<file path="config.mk">
export PLATFORM = sky130hd
export DESIGN_NAME = baq_back
export DESIGN_NICKNAME = d
export VERILOG_FILES = /design/src/design/baq_pkg.sv /design/src/design/baq_back.sv
export SDC_FILE = /design/constraint.sdc
export NUM_CORES = 1
export LEC_CHECK = 0
export BUFFER_PORTS_ARGS = -buffer_cell sky130_fd_sc_hd__buf_4
export CAP_MARGIN = 30
export CORE_MARGIN = 3
export CORE_UTILIZATION = 34
export CTS_BUF_LIST = sky130_fd_sc_hd__clkbuf_4
export DETAILED_ROUTE_END_ITERATION = 7
export GPL_TIMING_DRIVEN = 1
export PLACE_DENSITY = 0.67
export SETUP_SLACK_MARGIN = 0.02
export SYNTH_ARGS = -nofsm -noshare
export SYNTH_HDL_FRONTEND = slang
export SYNTH_SLANG_ARGS = --single-unit
</file>
<file path="constraint.sdc">
create_clock -name clk -period 4.65 [get_ports clk]
set_input_delay 0.2325 -clock clk [delete_from_list [all_inputs] [get_ports clk]]
set_output_delay 0.2325 -clock clk [all_outputs]
set_load 0.005 [all_outputs]
</file>
<file path="src/design/baq_pkg.sv">
package baq_pkg;

  localparam int COORD_BITS = 20;
  localparam int D_BITS     = COORD_BITS + 1;
  localparam int MAG_BITS   = COORD_BITS;
  localparam int NUM_CELLS  = 31;
  localparam int CNT_BITS   = 5;
  localparam int TRIG_BITS  = 62;
  localparam int SPLIT      = 31;
  localparam int TERMS      = 40;

  localparam logic [63:0] PI_Q62  = 64'hC90FDAA22168C234;
  localparam logic [63:0] ONE_Q62 = 64'h4000000000000000;

  localparam logic [7:0] ANG_EAST   = 8'd64;
  localparam logic [7:0] ANG_WEST   = 8'd192;
  localparam logic [7:0] ANG_SOUTH  = 8'd128;
  localparam logic [7:0] ANG_OFFSET = 8'd16;
  localparam logic [6:0] QUAD_STEPS = 7'd64;
  localparam logic [5:0] DIAG_STEPS = 6'd32;

  typedef logic [31:0][63:0]      baq_tab_t;
  typedef logic [TERMS-1:0][63:0] baq_div_t;

  typedef struct packed {
    logic [MAG_BITS-1:0] lo;
    logic [MAG_BITS-1:0] hi;
    logic                le;
    logic                dx_ge0;
    logic                dx_pos;
    logic                dy_pos;
    logic                dy_zero;
    logic                same;
    logic                lo_zero;
    logic                diag;
    logic [CNT_BITS-1:0] cnt;
  } baq_item_t;

  function automatic logic [63:0] baq_mulq(input logic [63:0] a, input logic [63:0] b);
    logic [127:0] p;
    p = {64'd0, a} * {64'd0, b};
    return p[125:62];
  endfunction

  function automatic baq_div_t baq_divs(input logic for_sin);
    baq_div_t d;
    d[0] = 64'd1;
    for (int n = 1; n < TERMS; n++) begin
      d[n] = for_sin ? 64'((2 * n) * (2 * n + 1)) : 64'((2 * n - 1) * (2 * n));
    end
    return d;
  endfunction

  localparam baq_div_t SIN_DIV = baq_divs(1'b1);
  localparam baq_div_t COS_DIV = baq_divs(1'b0);

  function automatic baq_tab_t baq_trig(input logic want_cos);
    baq_tab_t    tab;
    logic [63:0] kk, x, x2, ts, s, tc, c;
    for (int k = 0; k < 32; k++) begin
      kk = 64'(k);
      x  = (PI_Q62 >> 7) * kk + (((PI_Q62 & 64'd127) * kk) >> 7);
      x2 = baq_mulq(x, x);
      ts = x;
      s  = x;
      tc = ONE_Q62;
      c  = ONE_Q62;
      for (int n = 1; n < TERMS; n++) begin
        ts = baq_mulq(ts, x2) / SIN_DIV[n];
        tc = baq_mulq(tc, x2) / COS_DIV[n];
        if (n % 2 == 1) begin
          s = s - ts;
          c = c - tc;
        end else begin
          s = s + ts;
          c = c + tc;
        end
      end
      tab[k] = want_cos ? c : s;
    end
    return tab;
  endfunction

  localparam baq_tab_t SIN_TAB = baq_trig(1'b0);
  localparam baq_tab_t COS_TAB = baq_trig(1'b1);

endpackage

</file>
<file path="src/design/baq_back.sv">
module baq_back
  import baq_pkg::*;
(
  input  logic       clk,
  input  logic       rst,
  input  logic       en,
  input  logic       in_v,
  input  baq_item_t  in_item,
  output logic       out_v,
  output logic [7:0] bearing_256,
  output logic [2:0] direction_8
);

  logic       exact;
  logic [5:0] f, f1;
  logic [6:0] fl, ce;
  logic [7:0] t, bearing;

  always_comb begin
    if (in_item.lo_zero) begin
      f     = '0;
      exact = 1'b1;
    end else if (in_item.diag) begin
      f     = DIAG_STEPS;
      exact = 1'b1;
    end else begin
      f     = {1'b0, in_item.cnt};
      exact = 1'b0;
    end
    f1 = exact ? f : f + 6'd1;
    fl = in_item.le ? {1'b0, f} : QUAD_STEPS - {1'b0, f1};
    ce = in_item.le ? {1'b0, f1} : QUAD_STEPS - {1'b0, f};
    if (in_item.dy_zero) begin
      t = in_item.dx_pos ? ANG_EAST : ANG_WEST;
    end else if (in_item.dy_pos) begin
      t = in_item.dx_ge0 ? {1'b0, fl} : 8'd0 - {1'b0, fl};
    end else begin
      t = in_item.dx_ge0 ? ANG_SOUTH - {1'b0, ce} : ANG_SOUTH + {1'b0, ce};
    end
    bearing = in_item.same ? 8'd0 : t + ANG_OFFSET;
  end

  always_ff @(posedge clk) begin
    if (rst) begin
      out_v <= 1'b0;
    end else if (en) begin
      out_v <= in_v;
    end
  end

  always_ff @(posedge clk) begin
    if (en) begin
      bearing_256 <= bearing;
      direction_8 <= bearing[7:5];
    end
  end

endmodule

</file>
==> out/metrics.yaml, run 1 <==
logic_synthesis:
  synth_nets: 261
  synth_simple_gate_area_share_pct: 27.5
  synth-edff-count: 8
  synthMuxAreaShare_pct: 8.82
  synthTopCellsByArea: "edfxtp_1 (14%), clkbuf_8 (4.9%), ha_1 (4.4%)"
  synthFlopType: "edfxtp_1"
  synthAdderAreaFrac_pct: 4.41
  synth_compound_area_share_pct: 28.3
  yosysUniqueCellTypes: 69
  synth_top_area_share_pct: 14.1
  synth-seq-area-share_pct: 15.3
  synth-seq-cells: 9
  synth_cells: 198
  synth_area_leader_cell: "edfxtp_1"
  synth.avg_cell_area_sq_um: 8.59
  synth_top_family_by_area: "compound AO/OA/AOI/OAI gates"
  synth_xor_area_share_pct: 2.50
  yosysWarnings: 0
  synth_area_sq_um: 1700
  ys_async_sr_fraction_pct: 0
floorplan:
  die_width_um: 76.7
  fp.dieH_um: 76.7
  ios: 69
  design.core.area_sq_um: 4790
  start_util_pct: 35.6
  die_area_sq_um: 5890
  row_count: 25
timing:
  max_freq_ghz: 0.259
  finClkSkew_ns: 0
  tns_ns: 0
  drv_slew: 0
  layout_setup_ws_ns: 0.790
  setup_viol: 0
  worst_slew_pin_slew_ns: 0.633
  rsz0062_at_grt: "no"
  hold_ws_ns: 0.125
  relSlewSlack_pct: 57.8
  fin_crit_sh_pct: 83.0
  finalHoldViolations: 0
  final.min_clock_period_ns: 3.86
routing:
  ant_nets: 0
  via_count: 1560
  drt_iter0_drc: 136
  totalWireLength_mm: 3.80
  viasPerCell: 5.59
  drc: 0
  wl_per_cell_um: 13.6
  first_pass_iters: 4
critical_path:
  crit_slowest_cell: "nor2_2"
  crit_family: "simple AND/OR/NAND/NOR gates"
  crit_chain: "buf_4, nor2_2, and2_1, ha_1, nand2_1, ha_1, mux2i_1, ha_1, nor3b_1, nor3b_2, o31a_1, o2111ai_1, a211oi_2, mux2_4"
  crit_path_frequent_cell: "ha_1"
  criticalPathCategory: "input port to flip-flop"
  cp.arrival_ns: 3.87
  path_max_fanout: 17
  cp-start-kind: "input port"
  cp.required_ns: 4.66
  ff2ff_path_depth: 2
  path_depth: 14
  crit_buf_inv: 1
  cp_slowest_stage_delay_ns: 0.52
  endpoint_kind: "flip-flop"
clock_network:
  cts-hold-fix-buffers: 0
  numCtsBuffers: 3
  clk_path_buf_depth: 2
  cts_resized: 0
  clkTransAtPathRegs_ns: 0.06
  clock-sinks: 9
  htreeDepth: 1
  post-cts-setup-buffers: 0
  root_buffer: "clkbuf_4"
  clk_latency_ns: 0.25
  cts_tree: "built"
layout:
  areaGrowthSynthToFinish_pct: 8.09
  fill_cells: 495
  diodes: 0
  fin_nets: 276
  drive_gt1_share_pct: 29.2
placement:
  io_buffers: 28
  place_hpwl_mm: 2.99
  dp_slack_ns: 0.602
  finalWeightedCongestion: 0.837
grt:
  grt_max_degree: 20
  grt_pass1_wl_mm: 6.70
  antenna_found_initial: 0
  overflow: 0
  grt.total_usage_pct: 13.3
  grt_pass1_vias: 1444
power_and_ir_drop:
  p_per_area_nw_per_um2: 175
  power.leakage_nw: 0.741
  peakVddDrop_mv: 0.0604
run_status:
  status: "complete, no violations"
worst_hold_path:
  hold_depth: 2
  hp-class: "input port to flip-flop"
flow_run:
  cap_violations: 0
## sequential cells by signal, indices dropped and copies added, names as in the netlist
| name | count |
|---|---|
| out_v | 1 |
| bearing_256 | 8 |
## cell usage after synthesis, drive strengths merged, types with 3 or more instances
cell / n
nand3: 4
buf: 11
a21oi: 7
o21ai: 10
or2: 3
nor3b: 5
a2111oi: 3
a31oi: 5
nor2b: 3
mux2i: 6
a211oi: 10
a21boi: 3
and2: 5
ha: 6
mux2: 3
edfxtp: 8
o2111ai: 4
clkbuf: 7
nand2: 14
and3: 8
inv: 10
nor3: 8
nor2: 21
## logic make-up after synthesis
kind of cell	after synthesis
and+or+nand+nor	81
AOI/OAI and AO/OA	59
buffers and inverters	28
muxes	11
DFF	9
adders and majority gates	6
xor gates and xnor gates	4
## per-stage QoR
stage                     std cells  util, %  total power, mW  area, sq um
after floorplan                 198        -            0.222         1700
final                           279     38.4            0.321         1840
after global routing            279     38.4            0.348         1840
after CTS                       279     38.4            0.324         1840
after global placement          275     37.8            0.256         1810
after detailed placement        275     37.8            0.258         1810
## power by group
group | total [mW] | leakage (nW) | switching [mW] | internal (mW)
Clock | 0.0633 | 0.0184 | 0.0246 | 0.0387
Combinational | 0.159 | 0.637 | 0.0881 | 0.0708
Sequential | 0.0987 | 0.0850 | 0.00244 | 0.0963
Total | 0.321 | 0.741 | 0.115 | 0.206
## final timing paths
check | from | end | slack, ns
setup / recovery | in_item[6] | bearing_256[7] | 0.79
setup reg to reg | out_v | out_v | 4.06
hold reg to reg | out_v | out_v | 0.51
hold / removal | rst | out_v | 0.12
## cell usage in the layout (no fill, tap or decap), types with 3 or more instances in the layout
master | synthesis | routed
nor3b_1 | 3 | 3
buf_4 | 4 | 28
o2111ai_1 | 4 | 4
nand2_1 | 14 | 14
inv_1 | 10 | 10
nand3_1 | 3 | 3
a211oi_1 | 6 | 6
a21oi_1 | 7 | 7
nor2b_1 | 3 | 3
and2_1 | 5 | 5
clkbuf_4 | 0 | 4
mux2i_1 | 5 | 5
a31oi_1 | 5 | 5
nor3_1 | 6 | 6
ha_1 | 6 | 6
edfxtp_1 | 8 | 8
o21ai_0 | 9 | 9
nor2_1 | 20 | 20
a211oi_2 | 4 | 4
and3_1 | 5 | 5
## routing by layer
metal | vias up | global-route usage (%) | wire [um]
li1 | 783 | - | -
met1 | 735 | 19.3 | 1860
met4 | 0 | 4.35 | 57
met2 | 36 | 20.8 | 1780
met5 | - | 0 | 0
met3 | 6 | 0.822 | 107
## final cells by class
type	instances	area [sq um]	share of cell area, %
clock buffer	4	30.0	1.63
inverter	10	37.5	2.04
multi-input combinational	161	1220	66.2
sequential	9	260	14.1
tap	67	83.8	4.56
timing repair buffer	28	210	11.4
## worst reg2reg max path: stages, from the launching register on
cell     delay [ns]
dfxtp_1        0.31
mux2i_1        0.13
nor2_1         0.05
Note: power is estimated with default switching activity, not from simulation.
==> inputs of run 2 (changes only) <==
==> constraint.sdc (replaced) <==
create_clock -name clk -period 4 [get_ports clk]
set_input_delay 0.2 -clock clk [delete_from_list [all_inputs] [get_ports clk]]
set_output_delay 0.2 -clock clk [all_outputs]
set_load 0.005 [all_outputs]
==> run 2 against run 1 <==
Compared with the run above: setup slack got worse by 0.17 ns; combinational power rose by 19%; sequential cell count did not move; die area did not move; via count rose by 1.5%; register-to-register slack got worse by 0.65 ns; routed wire length rose by 2.9%.
==> out/metrics.yaml, run 2 (synthesis results as in run 1) <==
timing:
  tns_ns: 0  # unchanged
  setup_viol: 0  # unchanged
  worst_slew_pin_slew_ns: 0.487  # was 0.633 ns
  finClkSkew_ns: 0  # unchanged
  rsz0062_at_grt: "no"  # unchanged
  final.min_clock_period_ns: 3.38
  drv_slew: 0  # unchanged
  finalHoldViolations: 0  # unchanged
  relSlewSlack_pct: 67.5  # was 57.8%
  max_freq_ghz: 0.296
  fin_crit_sh_pct: 84.5
layout:
  final_cell_mix: "buf_4 (32), nor2_1 (20), nand2_1 (14)"  # was buf_4 (28), nor2_1 (20), nand2_1 (14)
  diodes: 0  # unchanged
  fill_cells: 508  # was 495
  largest_reg_flops: 8  # unchanged
  finalInstanceArea_sq_um: 1870  # was 1840 sq um
  fin_nets: 280  # was 276
  layout_commonest_cell: "buf_4"  # unchanged
  areaGrowthSynthToFinish_pct: 9.85  # was 8.09%
  reg_top3: "bearing_256 x8, out_v x1"  # unchanged
  largest_register: "bearing_256"  # unchanged
  drive_gt1_share_pct: 30.6  # was 29.2%
clock_network:
  clk_latency_ns: 0.25  # about the same
  numCtsBuffers: 3  # unchanged
  htreeDepth: 1  # unchanged
  clkTransAtPathRegs_ns: 0.06  # about the same
  clk_path_buf_depth: 2  # unchanged
  cts_tree: "built"  # unchanged
  post-cts-setup-buffers: 0  # unchanged
  clock-sinks: 9  # unchanged
  root_buffer: "clkbuf_4"  # unchanged
  cts_resized: 0  # unchanged
  cts-hold-fix-buffers: 0  # unchanged
routing:
  wl_per_cell_um: 13.8  # was 13.6 um
  first_pass_iters: 4  # unchanged
  ant_nets: 0  # unchanged
  drc: 0  # unchanged
  drt_iter0_drc: 124  # was 136
  viasPerCell: 5.59  # about the same
  via_count: 1583  # was 1560
  totalWireLength_mm: 3.91  # was 3.80 mm
floorplan:
  row_count: 25  # unchanged
  design.core.area_sq_um: 4790  # unchanged
  start_util_pct: 35.6  # unchanged
  fp.dieH_um: 76.7  # unchanged
  ios: 69  # unchanged
  die_area_sq_um: 5890  # unchanged
  die_width_um: 76.7  # unchanged
grt:
  overflow: 0  # unchanged
  antenna_found_initial: 0  # unchanged
  grt_max_degree: 20  # unchanged
  grt_pass1_vias: 1397  # was 1444
  grt.total_usage_pct: 13.0  # was 13.3%
  grt_pass1_wl_mm: 6.62  # was 6.70 mm
power_and_ir_drop:
  peakVddDrop_mv: 0.0568  # was 0.0604 mV
  p_total_mw: 0.376  # was 0.321 mW
  p_per_area_nw_per_um2: 201  # was 175 nW/um^2
  power.leakage_nw: 0.761  # was 0.741 nW
critical_path:
  cp_slowest_stage_delay_ns: 0.33  # was 0.52 ns
  cp-start-kind: "input port"  # unchanged
  crit_slowest_cell: "nor3b_2"  # was nor2_2
  ff2ff_path_depth: 2  # unchanged
  crit_path_frequent_cell: "ha_1"  # unchanged
  crit_buf_inv: 1  # unchanged
  endpoint_kind: "flip-flop"  # unchanged
  r2r_setup_slack_ns: 3.41  # was 4.06 ns
  r2r_end: "out_v"  # unchanged
  cp.arrival_ns: 3.38  # was 3.87 ns
  cp.required_ns: 4.00  # was 4.66 ns
  crit_chain: "buf_4, nor2_2, and2_1, ha_1, nand2_1, ha_1, mux2i_1, ha_1, nor3b_1, nor3b_2, o31a_1, o2111ai_1, nor2_1, ha_1, a21boi_0, nor3_1"  # was buf_4, nor2_2, and2_1, ha_1, nand2_1, ha_1, mux2i_1, ha_1, nor3b_1, nor3b_2, o31a_1, o2111ai_1, a211oi_2, mux2_4
  crit_family: "simple AND/OR/NAND/NOR gates"  # unchanged
  path_max_fanout: 12  # was 17
  r2r-start: "out_v"  # unchanged
  criticalPathCategory: "input port to flip-flop"  # unchanged
worst_hold_path:
  hp-class: "input port to flip-flop"  # unchanged
  hold_depth: 2  # unchanged
  min-delay-start: "rst"  # unchanged
  holdPathEnd: "out_v"  # unchanged
placement:
  io_buffers: 28  # unchanged
  place_hpwl_mm: 3.03  # was 2.99 mm
  dpl_cell_area_sq_um: 1840  # was 1810 sq um
  finalWeightedCongestion: 0.809  # was 0.837
run_status:
  status: "complete, no violations"  # unchanged
flow_run:
  cap_violations: 0  # unchanged
-- run 2: changes by cell type in the layout (fill, tap and decap cells not counted), sizes merged --
cell  delta
buf      +4
-- run 2: metal layers --
metal / vias up / wire (um) / GRT usage, %
li1: 786 / - / -
met2: 39 / 1890 / 20.5
met4: 0 / 17 / 2.72
met5: - / 0 / 0
met1: 754 / 1850 / 19.2
met3: 4 / 157 / 0.939
-- run 2: through the flow --
step / hold slack, ns / setup slack, ns / util [%] / cells
detailed placement: 0.362 / 0.394 / 38.4 / 279
global route: 0.0947 / 0.315 / 39.1 / 283
CTS: 0.0930 / 0.651 / 39.1 / 283
global placement: 0.357 / 0.418 / 38.4 / 279
finish: 0.0981 / 0.620 / 39.1 / 283
floorplan: 0.272 / 0.620 / - / 198
-- run 2: final cells by class --
cell class | instances | area, sq um | area share [%]
tap | 67 | 83.8 | 4.48
sequential | 9 | 260 | 13.9
multi-input combinational | 161 | 1220 | 65.1
inverter | 10 | 37.5 | 2.01
clock buffer | 4 | 30.0 | 1.61
timing repair buffer | 32 | 240 | 12.9
-- run 2: worst max path at each step --
stage	from	endpoint	slack, ns	depth (start not counted)
floorplan	in_item[6]	bearing_256[6]	0.62	16
global route	in_item[6]	bearing_256[6]	0.32	16
CTS	in_item[6]	bearing_256[6]	0.65	16
finish	in_item[6]	bearing_256[6]	0.62	16
global placement	in_item[6]	bearing_256[6]	0.42	16
detailed placement	in_item[6]	bearing_256[6]	0.39	16
-- run 2: worst register-to-register path, stage by stage (launching register included) --
cell	delay, ns
dfxtp_1	0.31
mux2i_1	0.12
nor2_1	0.05
-- run 2: where the power goes --
group / switching [mW] / internal, mW
Sequential: 0.00271 / 0.112
Combinational: 0.104 / 0.0850
Clock: 0.0273 / 0.0449
Total: 0.134 / 0.242
