`config.mk`:
```
export PLATFORM = sky130hd
export DESIGN_NAME = baq_front
export DESIGN_NICKNAME = d
export VERILOG_FILES = /design/src/design/baq_pkg.sv /design/src/design/baq_front.sv
export SDC_FILE = /design/constraint.sdc
export NUM_CORES = 1
export LEC_CHECK = 0
export BUFFER_PORTS_ARGS = -buffer_cell sky130_fd_sc_hd__buf_2
export CAP_MARGIN = 5
export CORE_MARGIN = 2
export CORE_UTILIZATION = 48
export DETAILED_ROUTE_END_ITERATION = 7
export PLACE_DENSITY = 0.74
export REMOVE_ABC_BUFFERS = 1
export SLEW_MARGIN = 20
export SYNTH_ARGS = -nofsm -noshare
export SYNTH_HDL_FRONTEND = slang
export SYNTH_SLANG_ARGS = --single-unit
```
`constraint.sdc`:
```
create_clock -name clk -period 3.85 [get_ports clk]
set_input_delay 0.1925 -clock clk [delete_from_list [all_inputs] [get_ports clk]]
set_output_delay 0.1925 -clock clk [all_outputs]
set_load 0.005 [all_outputs]
```
`src/design/baq_pkg.sv`:
```
package baq_pkg;

  localparam int COORD_BITS = 20;
  localparam int D_BITS     = COORD_BITS + 1;
  localparam int MAG_BITS   = COORD_BITS;
  localparam int NUM_CELLS  = 31;
  localparam int CNT_BITS   = 5;
  localparam int TRIG_BITS  = 62;
  localparam int SPLIT      = 31;
  localparam int TERMS      = 40;

  localparam logic [63:0] PI_Q62  = 64'hC90FDAA22168C234;
  localparam logic [63:0] ONE_Q62 = 64'h4000000000000000;

  localparam logic [7:0] ANG_EAST   = 8'd64;
  localparam logic [7:0] ANG_WEST   = 8'd192;
  localparam logic [7:0] ANG_SOUTH  = 8'd128;
  localparam logic [7:0] ANG_OFFSET = 8'd16;
  localparam logic [6:0] QUAD_STEPS = 7'd64;
  localparam logic [5:0] DIAG_STEPS = 6'd32;

  typedef logic [31:0][63:0]      baq_tab_t;
  typedef logic [TERMS-1:0][63:0] baq_div_t;

  typedef struct packed {
    logic [MAG_BITS-1:0] lo;
    logic [MAG_BITS-1:0] hi;
    logic                le;
    logic                dx_ge0;
    logic                dx_pos;
    logic                dy_pos;
    logic                dy_zero;
    logic                same;
    logic                lo_zero;
    logic                diag;
    logic [CNT_BITS-1:0] cnt;
  } baq_item_t;

  function automatic logic [63:0] baq_mulq(input logic [63:0] a, input logic [63:0] b);
    logic [127:0] p;
    p = {64'd0, a} * {64'd0, b};
    return p[125:62];
  endfunction

  function automatic baq_div_t baq_divs(input logic for_sin);
    baq_div_t d;
    d[0] = 64'd1;
    for (int n = 1; n < TERMS; n++) begin
      d[n] = for_sin ? 64'((2 * n) * (2 * n + 1)) : 64'((2 * n - 1) * (2 * n));
    end
    return d;
  endfunction

  localparam baq_div_t SIN_DIV = baq_divs(1'b1);
  localparam baq_div_t COS_DIV = baq_divs(1'b0);

  function automatic baq_tab_t baq_trig(input logic want_cos);
    baq_tab_t    tab;
    logic [63:0] kk, x, x2, ts, s, tc, c;
    for (int k = 0; k < 32; k++) begin
      kk = 64'(k);
      x  = (PI_Q62 >> 7) * kk + (((PI_Q62 & 64'd127) * kk) >> 7);
      x2 = baq_mulq(x, x);
      ts = x;
      s  = x;
      tc = ONE_Q62;
      c  = ONE_Q62;
      for (int n = 1; n < TERMS; n++) begin
        ts = baq_mulq(ts, x2) / SIN_DIV[n];
        tc = baq_mulq(tc, x2) / COS_DIV[n];
        if (n % 2 == 1) begin
          s = s - ts;
          c = c - tc;
        end else begin
          s = s + ts;
          c = c + tc;
        end
      end
      tab[k] = want_cos ? c : s;
    end
    return tab;
  endfunction

  localparam baq_tab_t SIN_TAB = baq_trig(1'b0);
  localparam baq_tab_t COS_TAB = baq_trig(1'b1);

endpackage

```
`src/design/baq_front.sv`:
```
module baq_front
  import baq_pkg::*;
(
  input  logic                         clk,
  input  logic                         rst,
  input  logic                         en,
  input  logic                         in_v,
  input  logic signed [COORD_BITS-1:0] from_x,
  input  logic signed [COORD_BITS-1:0] from_y,
  input  logic signed [COORD_BITS-1:0] to_x,
  input  logic signed [COORD_BITS-1:0] to_y,
  output logic                         out_v,
  output baq_item_t                    out_item
);

  logic              v1;
  logic [D_BITS-1:0] dx, dy;
  logic [D_BITS-1:0] nx, ny;
  logic [MAG_BITS-1:0] ax, ay, lo, hi;
  logic              le;

  always_ff @(posedge clk) begin
    if (rst) begin
      v1    <= 1'b0;
      out_v <= 1'b0;
    end else if (en) begin
      v1    <= in_v;
      out_v <= v1;
    end
  end

  always_ff @(posedge clk) begin
    if (en) begin
      dx <= {to_x[COORD_BITS-1], to_x} - {from_x[COORD_BITS-1], from_x};
      dy <= {from_y[COORD_BITS-1], from_y} - {to_y[COORD_BITS-1], to_y};
    end
  end

  always_comb begin
    nx = -dx;
    ny = -dy;
    ax = dx[D_BITS-1] ? nx[MAG_BITS-1:0] : dx[MAG_BITS-1:0];
    ay = dy[D_BITS-1] ? ny[MAG_BITS-1:0] : dy[MAG_BITS-1:0];
    le = (ax <= ay);
    lo = le ? ax : ay;
    hi = le ? ay : ax;
  end

  always_ff @(posedge clk) begin
    if (en) begin
      out_item.lo      <= lo;
      out_item.hi      <= hi;
      out_item.le      <= le;
      out_item.dx_ge0  <= !dx[D_BITS-1];
      out_item.dx_pos  <= !dx[D_BITS-1] && (dx != '0);
      out_item.dy_pos  <= !dy[D_BITS-1] && (dy != '0);
      out_item.dy_zero <= (dy == '0);
      out_item.same    <= (dx == '0) && (dy == '0);
      out_item.lo_zero <= (lo == '0);
      out_item.diag    <= (lo == hi);
      out_item.cnt     <= '0;
    end
  end

endmodule

```
==> results by group, run 1 <==
Timing
  • Least-Margin Pin Slew: 0.831 ns
  • Shortest period the worst path allows: 3.79 ns
  • Tcrit/Tclk final: 98.4%
  • Hold slack: 0.0302 ns
  • Unrepaired setup endpoints after global routing: yes
  • Endpoints failing setup: 0
  • Fmax: 0.264 GHz
  • Headroom to the max-slew limit: 44.6%
  • Fin. Hold Viols: 0
  • Max-slew violations: 0
  • Worst clock skew: 0.00624 ns

Cells and area
  • Design area: 8490 um2
  • Net count reported at finish: 981
  • Antenna diode count: 0
  • Register area: 2740 um2
  • Share of cells above drive strength 1: 28.7%
  • Area occupied by multi-input gates: 3740 um2
  • # fillers: 1133
  • Area grow syn2layout: 25.4%

Floorplanning
  • # IOs: 138
  • Rows: 43
  • Die area: 15100 um2
  • Die Y: 123 um
  • Core area: 13800 um2
  • Die width: 123 um
  • Initial Utilization: 49.0%

Yosys
  • Synth cell count leaders: edfxtp_1, inv_1, ha_1
  • Post-synth EDFFs: 90
  • Syn Inst Count: 642
  • Post-synthesis register bit count: 92
  • Primary FF master, synth: edfxtp_1
  • Seq/Total Area, Yosys: 40.5%
  • Cell area after synthesis: 6770 um2
  • Async SR Flop Fraction: 0%
  • Top-area cell type share of the netlist area: 39.9%
  • Yosys top cell by area: edfxtp_1
  • Synth cell types: 65
  • Synth area leaders: edfxtp_1, ha_1, mux2i_1
  • Mapped Avg Cell Area: 10.5 um2
  • Count leader, synth: edfxtp_1
  • Synthesis Warnings: 0

Clock network
  • CTS buffer count: 9
  • Clk buf depth: 2
  • CTS sink cnt: 92
  • Clock-pin transition on the worst setup and hold timing paths: 0.06 ns
  • H-tree depth: 3
  • Clk root buf: clkbuf_16
  • CTS tree: done
  • Clock latency on the worst-skew pair: 0.34 ns

Route
  • DRT iter0 DRCs: 426
  • WL per Instance: 15.5 um
  • Drt total wl: 15.8 mm
  • DRT antenna net count: 0
  • DR DRC count: 0
  • Drt pass-1 iters: 5
  • Vias/cell: 5.48
  • Via Count: 5609

Run status
  • Outcome: completed

Pwr
  • Internal power: 3010 uW
  • Max IR drop VDD: 0.256 mV
  • Part of the power in registers: 35.0%
  • Sw frac: 32.8%
  • Clock share of power: 20.3%
  • Sw power: 1470 uW
  • LEAKAGE: 0.00387 uW
  • Pwr Density: 528 nW/um2
  • Comb pwr share: 44.7%

Global route
  • Initial antenna violation count: 0
  • Tot GR Track Use: 20.3%
  • First-pass GRT wire length: 24.3 mm
  • Largest net degree at the start of global routing: 93
  • Vias in the first global route: 5123
  • Overflow after GRT: 0

Setup path
  • Worst Setup End Kind: flop
  • Worst EP required: 4.02 ns
  • WS Path Type: reg -> reg
  • Crit-path max FO: 8
  • Startpoint types: flop
  • CP arrival: 3.96 ns

Placement
  • Placer's final routability congestion estimate: 0.894
  • IO buf count: 132
  • Hpwl dp: 12.1 mm
  • Area after DPL: 7860 um2

Job
  • MaxCap Viol Count: 0

Min path
  • Worst Hold Class: in -> reg
critical path, cell delays in order (launching register included):
cell and delay (ns):
edfxtp_1 0.39, or4_4 0.55, or3_4 0.39, o21ai_2 0.14, xor2_1 0.32, ha_4 0.18, maj3_1 0.17, maj3_1 0.17
a21oi_1 0.06, or4_4 0.43, a31oi_4 0.37, buf_6 0.22, mux2i_1 0.24
state kept, by name, indices dropped and copies added (netlist names):
register,count
out_v,1
dx,21
out_item,48
dy,21
v1,1
worst paths after layout:
check	from	end	slack, ns	depth (start not counted)
hold / removal	rst	v1	0.03	2
setup reg to reg	dy[9]	out_item[29]	0.06	12
hold reg to reg	v1	v1	0.53	2
setup / recovery	dy[9]	out_item[29]	0.06	12
cell usage in the layout (no fill, tap or decap), types with 16 or more instances in the layout:
cell / synthesis / final
ha_1: 56 / 54
inv_1: 73 / 72
nand2_1: 21 / 19
o21ai_0: 22 / 19
mux2i_1: 44 / 41
a21oi_1: 26 / 26
xnor2_1: 41 / 40
buf_4: 5 / 56
edfxtp_1: 90 / 90
xor2_1: 29 / 29
nor2_1: 34 / 34
nor3_1: 16 / 16
buf_2: 0 / 131
kinds of logic after synthesis:
family | synth area share (%)
AOI/OAI and AO/OA | 12.8
xor gates and xnor gates | 9.29
adders and majority gates | 11.5
buffers and inverters | 6.06
DFF | 40.5
muxes | 6.50
other | 0.0554
and+or+nand+nor | 13.2
cell type report:
cell class | instances | area share [%]
Multi-Input combinational cell | 467 | 44.1
Clock inverter | 6 | 0.928
Sequential cell | 92 | 32.3
Tap cell | 180 | 2.65
Clock buffer | 10 | 2.70
Timing Repair Buffer | 194 | 14.0
Inverter | 75 | 3.32
through the flow:
stage / total power [uW] / util [%] / setup slack (ns) / TNS [ns] / cells
floorplan: 2680 / - / -0.624 / -26.03 / 634
global placement: 3260 / 56.8 / 0.147 / 0 / 986
detailed placement: 3330 / 56.8 / 0.0638 / 0 / 986
CTS: 4250 / 59.1 / 0.0353 / 0 / 1002
global route: 4740 / 61.4 / -0.0374 / -0.708 / 1024
finish: 4480 / 61.4 / 0.0609 / 0 / 1024
routing by layer:
metal  global-route usage, %  part of all wire (%)  up-vias
met5                       0                     0        -
met4                    4.96                   1.5        0
met3                    2.93                   4.8       20
met2                    37.0                    52      196
met1                    25.2                    42     2647
li1                        -                     -     2746
power by group through the flow:
stage / sequential [uW] / clock (uW) / combinational [uW]
after floorplan: 1590 / 0 / 1090
after global placement: 1580 / 0 / 1680
after detailed placement: 1590 / 0 / 1750
after CTS: 1570 / 918 / 1760
after global routing: 1590 / 959 / 2190
final: 1570 / 910 / 2000
what timing repair did:
item,in CTS,in global routing
hold buffers,0,0
buffers inserted,0,18
gates resized for setup,0,24
endpoints found under the setup margin,0,42
(Power assumes the default switching activity.)
==> run 2: changes to the inputs <==
--- a/config.mk
+++ b/config.mk
@@ -5,7 +5,7 @@
 export SDC_FILE = /design/constraint.sdc
 export NUM_CORES = 1
 export LEC_CHECK = 0
-export BUFFER_PORTS_ARGS = -buffer_cell sky130_fd_sc_hd__buf_2
+export BUFFER_PORTS_ARGS = -buffer_cell sky130_fd_sc_hd__buf_4
 export CAP_MARGIN = 5
 export CORE_MARGIN = 2
 export CORE_UTILIZATION = 48
==> run 2 against run 1 <==
Non-clock buffer count decreased by 7; routed wire length decreased by 2.6%; global-route usage about the same; flip-flop and latch count unchanged; sequential power about the same; critical path depth increased by 1; register-to-register slack improved by 0.06 ns; critical endpoint is now out_item[13]; largest cell class unchanged; clock skew decreased by 0.00060 ns.
==> results by group, run 2 (synthesis gave the netlist of run 1 again) <==
Cells and area
  • Largest Register: out_item (unchanged)
  • Largest regs: out_item (48), dx (21), dy (21) (unchanged)
  • Non-filler cells, final: 1017 (was 1024)
  • Commonest non-fill, non-tap cell in the layout: buf_4 (was buf_2)
  • # fillers: 1091 (was 1133)
  • Net count reported at finish: 974 (was 981)
  • Commonest cells after routing, fill and taps aside: buf_4, edfxtp_1, inv_1 (was buf_2, edfxtp_1, inv_1)
  • Max reg flops: 48 (unchanged)
  • Share of cells above drive strength 1: 27.5% (was 28.7%)
  • Antenna diode count: 0 (unchanged)
  • Area grow syn2layout: 28.7% (was 25.4%)
  • Design area: 8720 um2 (was 8490 um2)

Timing
  • Endpoints failing setup: 0 (unchanged)
  • Unrepaired setup endpoints after global routing: yes (unchanged)
  • Fmax: 0.268 GHz (was 0.264 GHz)
  • Setup_tns: 0 ns (unchanged)
  • Max-slew violations: 0 (unchanged)
  • Headroom to the max-slew limit: 47.0% (was 44.6%)
  • Worst clock skew: 0.00564 ns (was 0.00624 ns)
  • Fin. Hold Viols: 0 (unchanged)
  • Shortest period the worst path allows: 3.73 ns (was 3.79 ns)
  • Least-Margin Pin Slew: 0.795 ns (was 0.831 ns)
  • Tcrit/Tclk final: 97.0% (was 98.4%)

Floorplanning
  • Initial Utilization: 49.0% (unchanged)
  • Die Y: 123 um (unchanged)
  • Die area: 15100 um2 (unchanged)
  • # IOs: 138 (unchanged)
  • Core area: 13800 um2 (unchanged)
  • Die width: 123 um (unchanged)
  • Rows: 43 (unchanged)

Clock network
  • H-tree depth: 3 (unchanged)
  • CTS sink cnt: 92 (unchanged)
  • CTS buffer count: 9 (unchanged)
  • Clk root buf: clkbuf_16 (unchanged)
  • Clock latency on the worst-skew pair: 0.34 ns (about the same)
  • Clock-pin transition on the worst setup and hold timing paths: 0.06 ns (about the same)
  • Clk buf depth: 2 (unchanged)
  • CTS tree: done (unchanged)

Global route
  • Overflow after GRT: 0 (unchanged)
  • First-pass GRT wire length: 24.4 mm (was 24.3 mm)
  • Largest net degree at the start of global routing: 93 (unchanged)
  • Tot GR Track Use: 20.4% (was 20.3%)
  • Initial antenna violation count: 0 (unchanged)
  • Vias in the first global route: 5185 (was 5123)

Pwr
  • Part of the power in registers: 34.7% (was 35.0%)
  • LEAKAGE: 0.00393 uW (was 0.00387 uW)
  • Sw power: 1450 uW (was 1470 uW)
  • Sw frac: 32.1% (was 32.8%)
  • Pwr Density: 520 nW/um2 (was 528 nW/um2)
  • Max IR drop VDD: 0.276 mV (was 0.256 mV)
  • Clock share of power: 19.3% (was 20.3%)
  • Internal power: 3080 uW (was 3010 uW)
  • Comb pwr share: 46.0% (was 44.7%)

Route
  • Vias/cell: 5.56 (was 5.48)
  • DR DRC count: 0 (unchanged)
  • WL per Instance: 15.2 um (was 15.5 um)
  • DRT iter0 DRCs: 367 (was 426)
  • Drt total wl: 15.4 mm (was 15.8 mm)
  • DRT antenna net count: 0 (unchanged)
  • Via Count: 5650 (was 5609)
  • Drt pass-1 iters: 5 (unchanged)

Min path
  • Worst Hold Path EP: v1 (unchanged)
  • Min-Delay Path Depth: 3 (was 2)
  • Worst Hold Class: in -> reg (unchanged)
  • Hold wc startpoint: in_v (was rst)

Placement
  • Placed cells: 985 (was 986)
  • IO buf count: 132 (unchanged)
  • Area after DPL: 8180 um2 (was 7860 um2)
  • Placer's final routability congestion estimate: 0.851 (was 0.894)
  • Hpwl dp: 12.1 mm (about the same)

Setup path
  • CP arrival: 3.82 ns (was 3.96 ns)
  • Startpoint types: flop (unchanged)
  • Worst EP required: 3.94 ns (was 4.02 ns)
  • Reg2reg start: dx[16] (was dy[9])
  • Crit path launch: dx[16] (was dy[9])
  • Worst reg-to-reg path cell count: 13 (was 12)
  • WS Path Type: reg -> reg (unchanged)
  • Worst Setup End Kind: flop (unchanged)
  • RR Endpoint: out_item[13] (was out_item[29])
  • Flop-to-flop setup slack: 0.12 ns (was 0.06 ns)
  • Crit-path max FO: 8 (unchanged)

Job
  • MaxCap Viol Count: 0 (unchanged)

Run status
  • Outcome: completed (unchanged)
## run 2: layout make-up
class                   count  area (um2)  share of cell area, %
clock buffers              12         256                   2.94
clock inverters             4        47.5                  0.546
inverters                  75         282                   3.23
multi-input cells         467        3680                   42.2
flip-flops and latches     92        2740                   31.5
well taps                 180         225                   2.58
repair buffers            187        1480                   17.0
## run 2: repair_timing
| item | 4_1_cts | 5_1_grt |
|---|---|---|
| pin swaps | 1 | 8 |
| setup buffers | 0 | 11 |
| cloned | 0 | 4 |
| resized for setup | 1 | 13 |
| endpoints found under the setup margin | 1 | 42 |
| hold buffers | 0 | 1 |
| endpoints found under the hold margin | 0 | 1 |
## run 2: worst max-delay path by stage
stage | end | slack [ns] | cells after the start
after floorplan | out_item[13] | -0.62 | 9
after global placement | out_item[38] | 0.16 | 12
after detailed placement | out_item[13] | 0.02 | 12
after CTS | out_item[13] | 0.007 | 12
after global routing | out_item[51] | -0.04 | 13
final | out_item[13] | 0.12 | 13
## run 2: stage by stage
stage	util, %	total power [uW]	hold slack (ns)	worst slack [ns]
finish	63.0	4530	0.0923	0.117
global route	63.0	4800	0.0928	-0.0390
CTS	61.4	4340	0.00294	0.00694
detailed placement	59.2	3450	0.368	0.0189
global placement	59.2	3370	0.359	0.158
floorplan	-	2680	0.265	-0.624
## run 2: power groups by stage
stage,logic (uW),registers (uW),clock network (uW)
after floorplan,1090,1590,0
after global placement,1790,1580,0
after detailed placement,1860,1590,0
after CTS,1870,1570,889
after global routing,2270,1600,935
final,2080,1570,876
## run 2: per-layer routing
layer | vias up | wire length, um | GRT usage [%]
met5 | - | 0 | 0
met3 | 25 | 860 | 3.21
met1 | 2687 | 6390 | 26.2
li1 | 2738 | - | -
met2 | 200 | 7810 | 35.2
met4 | 0 | 359 | 6.47
## run 2: worst max-delay path: stages, from the launching register on
cell	delay, ns
edfxtp_1	0.43
or3_1	0.42
or3_1	0.34
o21ai_1	0.17
xor2_1	0.31
inv_1	0.08
ha_1	0.31
nand2_1	0.07
or4_4	0.50
nor4_4	0.29
a31oi_4	0.07
buf_12	0.17
clkbuf_16	0.16
mux2i_2	0.15
==> run 3: changes to the inputs <==
--- a/config.mk
+++ b/config.mk
@@ -12,6 +12,7 @@
 export DETAILED_ROUTE_END_ITERATION = 7
 export PLACE_DENSITY = 0.74
 export REMOVE_ABC_BUFFERS = 1
+export SETUP_SLACK_MARGIN = 0.15
 export SLEW_MARGIN = 20
 export SYNTH_ARGS = -nofsm -noshare
 export SYNTH_HDL_FRONTEND = slang
==> run 3 against run 2 <==
Total power is 3.0% higher; final cell count is 1.6% higher; sequential power hardly changed; fmax is 0.99% higher; count of clock-buffer cells in the layout stayed put; critical endpoint is now out_item[39]; global-route usage is 0.75 points higher; critical path type unchanged; die area stayed put; register-to-register slack better by 0.04 ns; combinational power is 7% higher; design area is 2.5% higher; critical path depth is 1 lower; largest power group unchanged; hold slack better by 0.0022 ns; highest routed layer unchanged.
==> results by group, run 3 (synthesis gave the netlist of run 1 again) <==
Global route
  • Gr busiest metal: met2 (unchanged)
  • Largest net degree at the start of global routing: 93 (unchanged)
  • Met3 GRT Util: 3.25% (was 3.21%)
  • Overflow after GRT: 0 (unchanged)
  • First-pass GRT wire length: 25.2 mm (was 24.4 mm)
  • Initial antenna violation count: 0 (unchanged)
  • Met1 Resource Use GR: 26.5% (was 26.2%)
  • Met2 Track Usage GR: 37.2% (was 35.2%)
  • Vias in the first global route: 5365 (was 5185)
  • Tot GR Track Use: 21.1% (was 20.4%)

Floorplanning
  • Die width: 123 um (unchanged)
  • Die Y: 123 um (unchanged)
  • Core area: 13800 um2 (unchanged)
  • Die area: 15100 um2 (unchanged)
  • Rows: 43 (unchanged)
  • # IOs: 138 (unchanged)
  • Initial Utilization: 49.0% (unchanged)

Pwr
  • Tot Pwr: 4660 uW (was 4530 uW)
  • Pwr Density: 522 nW/um2 (was 520 nW/um2)
  • Sw power: 1500 uW (was 1450 uW)
  • Max IR drop VDD: 0.276 mV (about the same)
  • Internal power: 3160 uW (was 3080 uW)
  • Comb pwr share: 47.5% (was 46.0%)
  • Sw frac: 32.2% (was 32.1%)
  • Part of the power in registers: 33.7% (was 34.7%)
  • LEAKAGE: 0.00404 uW (was 0.00393 uW)
  • Clock share of power: 18.8% (was 19.3%)

Clock network
  • CTS buffer count: 9 (unchanged)
  • CTS sink cnt: 92 (unchanged)
  • Clock latency on the worst-skew pair: 0.34 ns (about the same)
  • H-tree depth: 3 (unchanged)
  • Clock-pin transition on the worst setup and hold timing paths: 0.06 ns (about the same)
  • CTS tree: done (unchanged)
  • Clk buf depth: 2 (unchanged)
  • Clk root buf: clkbuf_16 (unchanged)

Timing
  • Shortest period the worst path allows: 3.70 ns (was 3.73 ns)
  • Fmax: 0.271 GHz (was 0.268 GHz)
  • Unrepaired setup endpoints after global routing: yes (unchanged)
  • Worst clock skew: 0.00682 ns (was 0.00564 ns)
  • Least-Margin Pin Slew: 0.805 ns (was 0.795 ns)
  • Tcrit/Tclk final: 96.0% (was 97.0%)
  • Headroom to the max-slew limit: 46.4% (was 47.0%)
  • Endpoints failing setup: 0 (unchanged)
  • Fin. Hold Viols: 0 (unchanged)
  • Hold slack: 0.0945 ns (was 0.0923 ns)
  • PnR worst setup slack: 0.154 ns (was 0.117 ns)
  • Max-slew violations: 0 (unchanged)

Min path
  • Worst Hold Class: in -> reg (unchanged)

Cells and area
  • Share of cells above drive strength 1: 30.4% (was 27.5%)
  • Largest regs: out_item (48), dx (21), dy (21) (unchanged)
  • Net count reported at finish: 990 (was 974)
  • Max reg flops: 48 (unchanged)
  • Commonest cells after routing, fill and taps aside: buf_4, edfxtp_1, inv_1 (unchanged)
  • Area grow syn2layout: 31.9% (was 28.7%)
  • Largest Register: out_item (unchanged)
  • Antenna diode count: 0 (unchanged)
  • # fillers: 1058 (was 1091)
  • Commonest non-fill, non-tap cell in the layout: buf_4 (unchanged)

Job
  • MaxCap Viol Count: 0 (unchanged)

Placement
  • Hpwl dp: 12.1 mm (unchanged)
  • IO buf count: 132 (unchanged)
  • DP Worst Slack: 0.0189 ns (unchanged)
  • Placer's final routability congestion estimate: 0.851 (unchanged)

Setup path
  • WS Path Type: reg -> reg (unchanged)
  • Startpoint types: flop (unchanged)
  • Worst Setup End Kind: flop (unchanged)
  • Crit-path max FO: 8 (unchanged)
  • CP arrival: 3.88 ns (was 3.82 ns)
  • Worst EP required: 4.04 ns (was 3.94 ns)

Run status
  • Outcome: completed (unchanged)

Route
  • Via Count: 5700 (was 5650)
  • DR DRC count: 0 (unchanged)
  • WL per Instance: 15.4 um (was 15.2 um)
  • DRT antenna net count: 0 (unchanged)
  • Vias/cell: 5.52 (was 5.56)
  • Drt total wl: 15.9 mm (was 15.4 mm)
  • Drt pass-1 iters: 5 (unchanged)
  • DRT iter0 DRCs: 331 (was 367)
==> run 3: area by class of cell <==
| cell class | count | area, um2 | share of cell area, % |
|---|---|---|---|
| multi-input combinational | 467 | 3770 | 42.2 |
| clock inverter | 4 | 47.5 | 0.532 |
| inverter | 75 | 282 | 3.15 |
| clock buffer | 12 | 256 | 2.87 |
| timing repair buffer | 203 | 1610 | 18.0 |
| tap | 180 | 225 | 2.52 |
| sequential | 92 | 2740 | 30.7 |
==> run 3: worst max-delay path, stage by stage (launching register included) <==
cell,delay [ns]
edfxtp_1,0.38
or4_4,0.56
or3_4,0.43
o21ai_2,0.14
xor2_1,0.10
ha_2,0.33
nand4_1,0.09
or4_4,0.56
a31o_1,0.23
a31oi_4,0.15
buf_4,0.18
clkbuf_16,0.17
mux2i_1,0.20
==> run 3: power by group through the flow <==
stage / Clock, uW / Combinational (uW) / Sequential [uW]
4_1_cts: 889 / 2090 / 1570
3_5_place_dp: 0 / 1860 / 1590
2_1_floorplan: 0 / 1090 / 1590
6_report: 878 / 2220 / 1570
3_3_place_gp: 0 / 1790 / 1580
5_1_grt: 938 / 2410 / 1600
==> run 3: stage by stage <==
step | instance area [um2] | util, % | setup TNS (ns) | instances
final | 8930 | 64.6 | 0 | 1033
after global routing | 8930 | 64.6 | -0.0100 | 1033
after CTS | 8750 | 63.3 | 0 | 1022
after detailed placement | 8180 | 59.2 | 0 | 985
after global placement | 8180 | 59.2 | 0 | 985
after floorplan | 6660 | - | -26.03 | 634
==> run 3: what timing repair did <==
item,CTS,global route
setup buffers,19,9
hold buffers,0,1
endpoints found under the setup margin,42,42
pin swaps,13,7
gates cloned,2,1
hold endpoints to repair,0,1
resized for setup,20,16
==> run 3: path summary, 6_finish.rpt <==
path / from / end / cells after the start / slack, ns
max: dy[6] / out_item[39] / 12 / 0.15
min: in_v / v1 / 3 / 0.09
max reg2reg: dy[6] / out_item[39] / 12 / 0.15
min reg2reg: v1 / out_v / 2 / 0.52
==> run 3: layer usage <==
layer  routed length (um)  share of wire (%)
met1                 6610                 41
met2                 8120                 51
met3                  882                5.5
met4                  323                2.0
met5                    0                  0
